**src/hdl/assert_macros.svh**
```systemverilog
// assertion macros shared by the fft engine modules
// no dependencies; compiled out when SYNTHESIS is defined
`ifndef ASSERT_MACROS_SVH
`define ASSERT_MACROS_SVH
`ifndef SYNTHESIS
`define RFE_ASSERT(lbl, clk, rst_n, prop) \
	lbl: assert property (@(posedge clk) disable iff (!rst_n) prop) \
		else $error("assertion failed");
`define RFE_NEVER(lbl, clk, rst_n, expr) \
	lbl: assert property (@(posedge clk) disable iff (!rst_n) !(expr)) \
		else $error("forbidden condition seen");
`else
`define RFE_ASSERT(lbl, clk, rst_n, prop)
`define RFE_NEVER(lbl, clk, rst_n, expr)
`endif
`endif

```
**src/hdl/rfe_pkg.sv**
```systemverilog
// shared types, constants and twiddle generation for the fft engine
// no dependencies

package rfe_pkg;

	localparam int Points = 1024;
	localparam int Log2Points = 10;
	localparam int WordBits = 36;
	localparam int SampleWidth = 24;
	localparam int QueueDepth = 4;

	localparam logic OP_LOAD = 1'b0;
	localparam logic OP_READ = 1'b1;

	localparam logic [63:0] HalfPiQ62 = 64'h6487ED5110B4611A;
	localparam int unsigned DivCos [16] = '{2, 12, 30, 56, 90, 132, 182, 240,
		306, 380, 462, 552, 650, 756, 870, 992};
	localparam int unsigned DivSin [16] = '{6, 20, 42, 72, 110, 156, 210, 272,
		342, 420, 506, 600, 702, 812, 930, 1056};

	typedef struct packed {
		logic operation;
		logic signed [SampleWidth-1:0] sample_real;
		logic signed [SampleWidth-1:0] sample_imag;
	} req_t;

	typedef struct packed {
		logic signed [WordBits-1:0] bin_real;
		logic signed [WordBits-1:0] bin_imag;
		logic [Log2Points-1:0] bin_index;
		logic last_bin;
	} res_t;

	// q2.62 product, bits 125:62, rescaled to q2.62
	function automatic logic [63:0] mulq(input logic [63:0] a, input logic [63:0] b);
		logic [127:0] p;
		p = {64'd0, a} * {64'd0, b};
		return p[125:62];
	endfunction

	// returns {cos, sin} of pi/2 * j / (points/4), each rounded to f fraction bits
	function automatic logic [63:0] twiddle(input int unsigned j, input int unsigned lg,
		input int unsigned f);
		logic [63:0] frac, x, x2, tc, ts, sc, ss, c, s;
		frac = 64'(j) << (64 - lg);
		x = mulq(HalfPiQ62, frac);
		x2 = mulq(x, x);
		tc = 64'd1 << 62;
		ts = x;
		sc = tc;
		ss = x;
		for (int i = 1; i <= 16; i++) begin
			tc = mulq(tc / 64'(DivCos[i-1]), x2);
			ts = mulq(ts / 64'(DivSin[i-1]), x2);
			if (i % 2 == 1) begin
				sc = sc - tc;
				ss = ss - ts;
			end else begin
				sc = sc + tc;
				ss = ss + ts;
			end
		end
		c = (sc + (64'd1 << (61 - f))) >> (62 - f);
		s = (ss + (64'd1 << (61 - f))) >> (62 - f);
		return {c[31:0], s[31:0]};
	endfunction

endpackage

```
**src/hdl/rfe_front.sv**
```systemverilog
// request intake and queue of the fft engine
// depends on rfe_pkg and assert_macros.svh
`include "assert_macros.svh"

module rfe_front (
	input  logic clk,
	input  logic arst_n,
	input  logic start,
	output logic busy,
	input  rfe_pkg::req_t request,
	output logic avail,
	output rfe_pkg::req_t head,
	input  logic pop
);

	localparam int Depth = rfe_pkg::QueueDepth;
	localparam int PtrW = $clog2(Depth);
	localparam int CntW = $clog2(Depth + 1);

	rfe_pkg::req_t fifo_q [Depth];
	logic [PtrW-1:0] wr_ptr_q, rd_ptr_q;
	logic [CntW-1:0] count_q;
	logic push;

	assign busy = count_q == CntW'(Depth);
	assign push = start && !busy;
	assign avail = count_q != '0;
	assign head = fifo_q[rd_ptr_q];

	always_ff @(posedge clk) begin
		if (push) begin
			fifo_q[wr_ptr_q] <= request;
		end
	end

	always_ff @(posedge clk or negedge arst_n) begin
		if (!arst_n) begin
			wr_ptr_q <= '0;
			rd_ptr_q <= '0;
			count_q <= '0;
		end else begin
			if (push) begin
				wr_ptr_q <= wr_ptr_q + PtrW'(1);
			end
			if (pop) begin
				rd_ptr_q <= rd_ptr_q + PtrW'(1);
			end
			if (push && !pop) begin
				count_q <= count_q + CntW'(1);
			end else if (pop && !push) begin
				count_q <= count_q - CntW'(1);
			end
		end
	end

	`RFE_ASSERT(a_pop_nonempty, clk, arst_n, pop |-> count_q != '0)
	`RFE_ASSERT(a_push_grows, clk, arst_n, (push && !pop) |=> count_q == $past(count_q) + CntW'(1))
	`RFE_NEVER(a_count_range, clk, arst_n, count_q > CntW'(Depth))

endmodule

```
**config.mk**
```make
export PLATFORM = sky130hd
export DESIGN_NAME = rfe_front
export DESIGN_NICKNAME = d
export VERILOG_FILES = /design/src/hdl/rfe_pkg.sv /design/src/hdl/rfe_front.sv
export VERILOG_INCLUDE_DIRS = /design/src /design/src/hdl
export SDC_FILE = /design/constraint.sdc
export NUM_CORES = 1
export LEC_CHECK = 0
export BUFFER_PORTS_ARGS = -buffer_cell sky130_fd_sc_hd__buf_2
export CAP_MARGIN = 10
export CORE_MARGIN = 4
export CORE_UTILIZATION = 57
export DETAILED_ROUTE_END_ITERATION = 8
export PLACE_DENSITY = 0.79
export SETUP_SLACK_MARGIN = 0.2
export SYNTH_ARGS = -nofsm -noshare
export SYNTH_HDL_FRONTEND = slang
export SYNTH_SLANG_ARGS = --single-unit
```
**constraint.sdc**
```tcl
create_clock -name clk -period 2.98 [get_ports clk]
set_input_delay 0.745 -clock clk [delete_from_list [all_inputs] [get_ports clk]]
set_output_delay 0.745 -clock clk [all_outputs]
set_load 0.03 [all_outputs]
```
; After elaboration in Yosys (flattened, before gate mapping)
; Memory sizes are Yosys's and may differ from the RTL's.
; Index checks and enable logic that the tools add are counted.
[totals]
reg_bits = 7
ramBits = 196
out_inout_bits = 51
elab_cells = 21
n_memories = 1
[op_classes]
add_sub_neg = 4
n_eq_ne = 1
mux = 4
n_reduce_logical = 8
[mem_list]
columns = name, words, width, rd, rd_clocked_by_memory_dff, write_ports, line
row1 = fifo_q, 4, 49, 1, 0, 1, rfe_front.sv:20  ; rfe_pkg::req_t fifo_q [Depth];
[ops]
columns = cell, count
row1 = 2-to-1 mux 3 bit, 2
row2 = adder 2 x 1 -> 2 bit (second input constant), 2
row3 = adder 3 x 1 -> 3 bit (second input constant), 1
row4 = equality test 3 bit (second input constant), 1
row5 = logical AND 1 bit, 3
row6 = zero test 1 bit, 3
row7 = nonzero test 3 bit, 1
row8 = subtractor 3 x 1 -> 3 bit (second input constant), 1
row9 = 2-to-1 mux 1 bit, 2
row10 = nonzero test 2 bit, 1

; Longest topological paths before layout
[depth]
ltp_word = 7
ltp_mapped = 9

; Worst setup path after synthesis
; OpenSTA, ideal clock, no wires.
[synth_path]
path_type = input-to-reg
from = in start
to = mem fifo_q[2][0] in the netlist's numbering, enable pin
setup_ps = 412
arrival_ps = 2199
setup_slack_ps = 369
path_stages = 3
n_path_buf = 1
path_cell_list = nor2b_1 buf_6 and2_1
[synth_between]
elab_chain_cells = 3
[synth_rtl]
columns = item, line
row1 = start: declaration, rfe_front.sv:8  ; input logic start,
row2 = logical AND 1 bit, rfe_front.sv:26  ; assign push = start && !busy;
row3 = named net push, rfe_front.sv:23  ; logic push;
row4 = 2-to-1 mux 1 bit, rfe_front.sv:31  ; if (push) begin
row5 = 2-to-1 mux 1 bit (implied by the code), rfe_front.sv:32  ; fifo_q[wr_ptr_q] <= request;
row6 = end: declaration, rfe_front.sv:20
; The timed path passes the listed nets, and every way through them passes these cells.

==> results.md <==
Run status:
- The run finished with clean final reports.

Die:
- Measured along the y axis, the die boundary spans 123 um.
- Once the floorplan was initialized, standard cells occupied 59.1% of the core.
- The die covers 15,200 um2.
- The region available for standard cell placement spans 12,800 um2.
- The number of standard-cell rows in the floorplan is 41.
- The number of ports placed on the die boundary is 104.
- Measured along the x axis, the die boundary spans 123 um.

Route:
- After detailed routing, the average wire length per cell comes to 21.0 um.
- The total routed wirelength is 12,900 um.
- For this block, the via count after detailed routing is 3,397.
- After detailed routing, the number of remaining DRC violations is 0.
- The number of routed nets with antenna violations is 0.
- Dividing the detail-routed via count by the number of cells gives 5.52.
- The violation count after the first detailed-route iteration is 232.
- The number of iterations in the first detailed-routing pass is 4.

Global route:
- Global routing consumed, over all layers together, 18.3% of the routing resources.
- The total congestion overflow after global routing is 0.
- The initial antenna violation count is 1.
- The first global-routing pass estimated 20,700 um of wire.
- The maximum number of pins on one net before global-route repair is 33.
- The via count of the first global-routing pass was 3,736.

Timing:
- Setup violations remaining at the end of the flow were counted as 0.
- The worst slew margin relative to its limit is 66.9%.
- After routing, the total negative slack on setup checks comes to 0 ps.
- The transition time at the pin with the least slew margin is 497 ps.
- The final cycle utilization of the critical path is 89.9%.
- The worst hold slack is 115 ps.
- The total count of max-transition violations in the final report is 0.
- Setup slack closes at 302 ps.
- The number of failing hold endpoints at the final stage was 0.
- The maximum frequency from static timing analysis is 373 MHz.
- The final worst clock skew is 4.86 ps.
- Setup repair after global routing left no endpoint under its margin.
- The post-layout minimum cycle time is 2680 ps.

Worst setup path:
- Data arrives at the worst endpoint at 1930 ps.
- The worst setup path is launched from a register.
- The worst register-to-register path has a depth of 9.
- The critical path endpoint category is an output port.
- The critical path in this run is classified as reg -> out.
- The largest driver fanout on the critical path is 21.
- At the worst endpoint, the required time is 2240 ps.

Pwr:
- The largest voltage drop on the vdd net is 0.820 mV.
- The power per cell area is 1080 nW/um2.
- The leakage power of the design is 0.00317 uW.

Clock tree:
- Clock-pin slew was measured on the worst setup and hold paths at 60 ps.
- The clock buffer count from CTS is 21.
- CTS built an H-tree with a depth of 1.
- Clock latency on the worst-skew pair, taken at its later pin, is 470 ps.
- The clock passes through at most 3 buffers.
- The number of sinks on the clock net is 203.
- The CTS tree is built.
- The tree is rooted in a sky130_fd_sc_hd__clkbuf_16.

Placement:
- Detailed placement ended at an HPWL of 8360 um.
- Routability-driven placement finished with a final weighted congestion of 0.703.
- Input and output buffers added on the ports amount to 103.
- The worst slack at placement is 609 ps.
- Counting tap cells, the placed design contains a total of 573 instances.

Layout:
- For this run, the post-layout net count is 487.
- The fraction of the core area covered by cells at the end of the flow is 70.5%.
- From synthesis to final layout, the design area changed by 19.2%.
- Once layout is complete, the cells apart from fillers number 615.
- The fraction of final layout cells sized beyond drive strength 1 is 48.0%.

Synth:
- The warning count from the yosys run is 0.
- The number of standard cells after synthesis is 292.
- The net count after synthesis is 351.
- The share of the Yosys chip area taken by registers is 80.2%.
- The total of flip-flops plus latches after synthesis is 203.
- The mean area per synthesized cell is 25.9 um2.
- In this run, distinct cell masters in the synthesized netlist total 21.
- The synthesized netlist occupies a cell area of 7550 um2.

Run:
- The max-cap violation count is 0.

Min path:
- In this run the worst hold path is classified as in -> async.
==> where the power goes <==
group	switching (uW)	leakage (uW)	internal, uW
registers	171	0.00188	3780
clock network	950	0.000311	1380
logic	2070	0.000980	1320
total	3190	0.00317	6490
==> final timing paths <==
path                        startpoint           to  slack (ps)
max                        rd_ptr_q[0]     head[25]         300
min                             arst_n  rd_ptr_q[0]         110
max reg2reg                 count_q[2]   count_q[2]        1000
min reg2reg                 count_q[2]   count_q[2]         480
max in group asynchronous       arst_n  rd_ptr_q[0]        2680
min in group clk            count_q[2]   count_q[2]         480
==> cells in the final DEF, fill, tap and decap left out <==
cell | Yosys | layout
sky130_fd_sc_hd__edfxtp_1 | 196 | 196
sky130_fd_sc_hd__buf_2 | 5 | 103
sky130_fd_sc_hd__mux4_2 | 48 | 48
sky130_fd_sc_hd__clkbuf_16 | 0 | 21
sky130_fd_sc_hd__buf_4 | 0 | 18
sky130_fd_sc_hd__clkinv_2 | 0 | 7
sky130_fd_sc_hd__clkbuf_1 | 1 | 6
sky130_fd_sc_hd__ha_1 | 5 | 5
sky130_fd_sc_hd__dfrtp_1 | 7 | 5
sky130_fd_sc_hd__buf_12 | 5 | 5
sky130_fd_sc_hd__inv_1 | 4 | 4
sky130_fd_sc_hd__and2_2 | 0 | 4
sky130_fd_sc_hd__xnor2_1 | 3 | 3
sky130_fd_sc_hd__xor2_1 | 3 | 3
sky130_fd_sc_hd__clkinv_1 | 0 | 2
sky130_fd_sc_hd__diode_2 | 0 | 1
sky130_fd_sc_hd__nor3b_2 | 1 | 1
sky130_fd_sc_hd__nor2b_1 | 1 | 1
sky130_fd_sc_hd__or3_1 | 1 | 1
sky130_fd_sc_hd__mux4_1 | 1 | 1
sky130_fd_sc_hd__mux2_2 | 1 | 1
sky130_fd_sc_hd__mux2_4 | 1 | 1
sky130_fd_sc_hd__nand2_1 | 1 | 1
sky130_fd_sc_hd__nor2_1 | 1 | 1
sky130_fd_sc_hd__fa_1 | 1 | 1
sky130_fd_sc_hd__bufinv_16 | 0 | 1
sky130_fd_sc_hd__dfrtp_4 | 0 | 1
sky130_fd_sc_hd__dfrtp_2 | 0 | 1
==> routing by layer <==
| layer | up-vias | share of wire (%) | track usage (%) |
|---|---|---|---|
| met5 | - | 0.12 | 0 |
| met4 | 2 | 1.5 | 3.67 |
| met3 | 18 | 6.7 | 3.84 |
| met2 | 106 | 51 | 30.9 |
| met1 | 1759 | 41 | 25.2 |
| li1 | 1512 | - | - |
==> flip-flops by register name, summed over array words and instances, names as in the netlist <==
register and cells:
fifo_q 196, count_q 3, rd_ptr_q 2, wr_ptr_q 2
==> repair_timing <==
item | 4_1_cts | 5_1_grt
buffers inserted | 4 | 0
hold buffers | 0 | 0
setup endpoints to repair | 38 | 0
gates resized for setup | 0 | 0
==> critical path, stage by stage, from the launching register on <==
cell and delay [ps]:
sky130_fd_sc_hd__dfrtp_4 490, sky130_fd_sc_hd__buf_12 220, sky130_fd_sc_hd__mux4_2 540, sky130_fd_sc_hd__buf_2 200
==> cell type report <==
class,instances,area (um2)
Sequential cell,203,6070
Tap cell,172,215
Fill cell,754,3770
Inverter,4,15.0
Antenna cell,1,2.50
Clock inverter,10,72.6
Timing Repair Buffer,126,751
Clock buffer,27,548
Multi-Input combinational cell,72,1330
==> Yosys cell counts <==
cell type | number | area share, %
sky130_fd_sc_hd__fa_1 | 1 | 0.27
sky130_fd_sc_hd__mux4_2 | 48 | 14
sky130_fd_sc_hd__dfrtp_1 | 7 | 2.3
sky130_fd_sc_hd__and2_1 | 4 | 0.33
sky130_fd_sc_hd__clkbuf_1 | 1 | 0.050
sky130_fd_sc_hd__nor2b_1 | 1 | 0.083
sky130_fd_sc_hd__edfxtp_1 | 196 | 78
sky130_fd_sc_hd__buf_6 | 2 | 0.30
sky130_fd_sc_hd__ha_1 | 5 | 0.83
sky130_fd_sc_hd__or3_1 | 1 | 0.083
sky130_fd_sc_hd__nor3b_2 | 1 | 0.17
sky130_fd_sc_hd__mux2_2 | 1 | 0.15
sky130_fd_sc_hd__buf_2 | 5 | 0.33
sky130_fd_sc_hd__inv_1 | 4 | 0.20
sky130_fd_sc_hd__xor2_1 | 3 | 0.35
sky130_fd_sc_hd__nand2_1 | 1 | 0.050
sky130_fd_sc_hd__xnor2_1 | 3 | 0.35
sky130_fd_sc_hd__buf_12 | 5 | 1.3
sky130_fd_sc_hd__mux4_1 | 1 | 0.35
sky130_fd_sc_hd__nor2_1 | 1 | 0.050
sky130_fd_sc_hd__mux2_4 | 1 | 0.20
==> metrics by stage <==
stage | area, um2 | power (uW)
CTS | 9000 | 9820
global route | 9000 | 10200
floorplan | 7550 | 6530
detailed placement | 8350 | 7420
global placement | 8350 | 7360
finish | 9000 | 9680
==> kinds of logic after synthesis <==
logic type	share of synthesized area [%]
fa+ha+maj	1.09
simple gates	0.762
buf+inv	2.20
mux	15.0
flops	80.2
xor+xnor	0.696
Note: power is estimated with default switching activity, not from simulation.
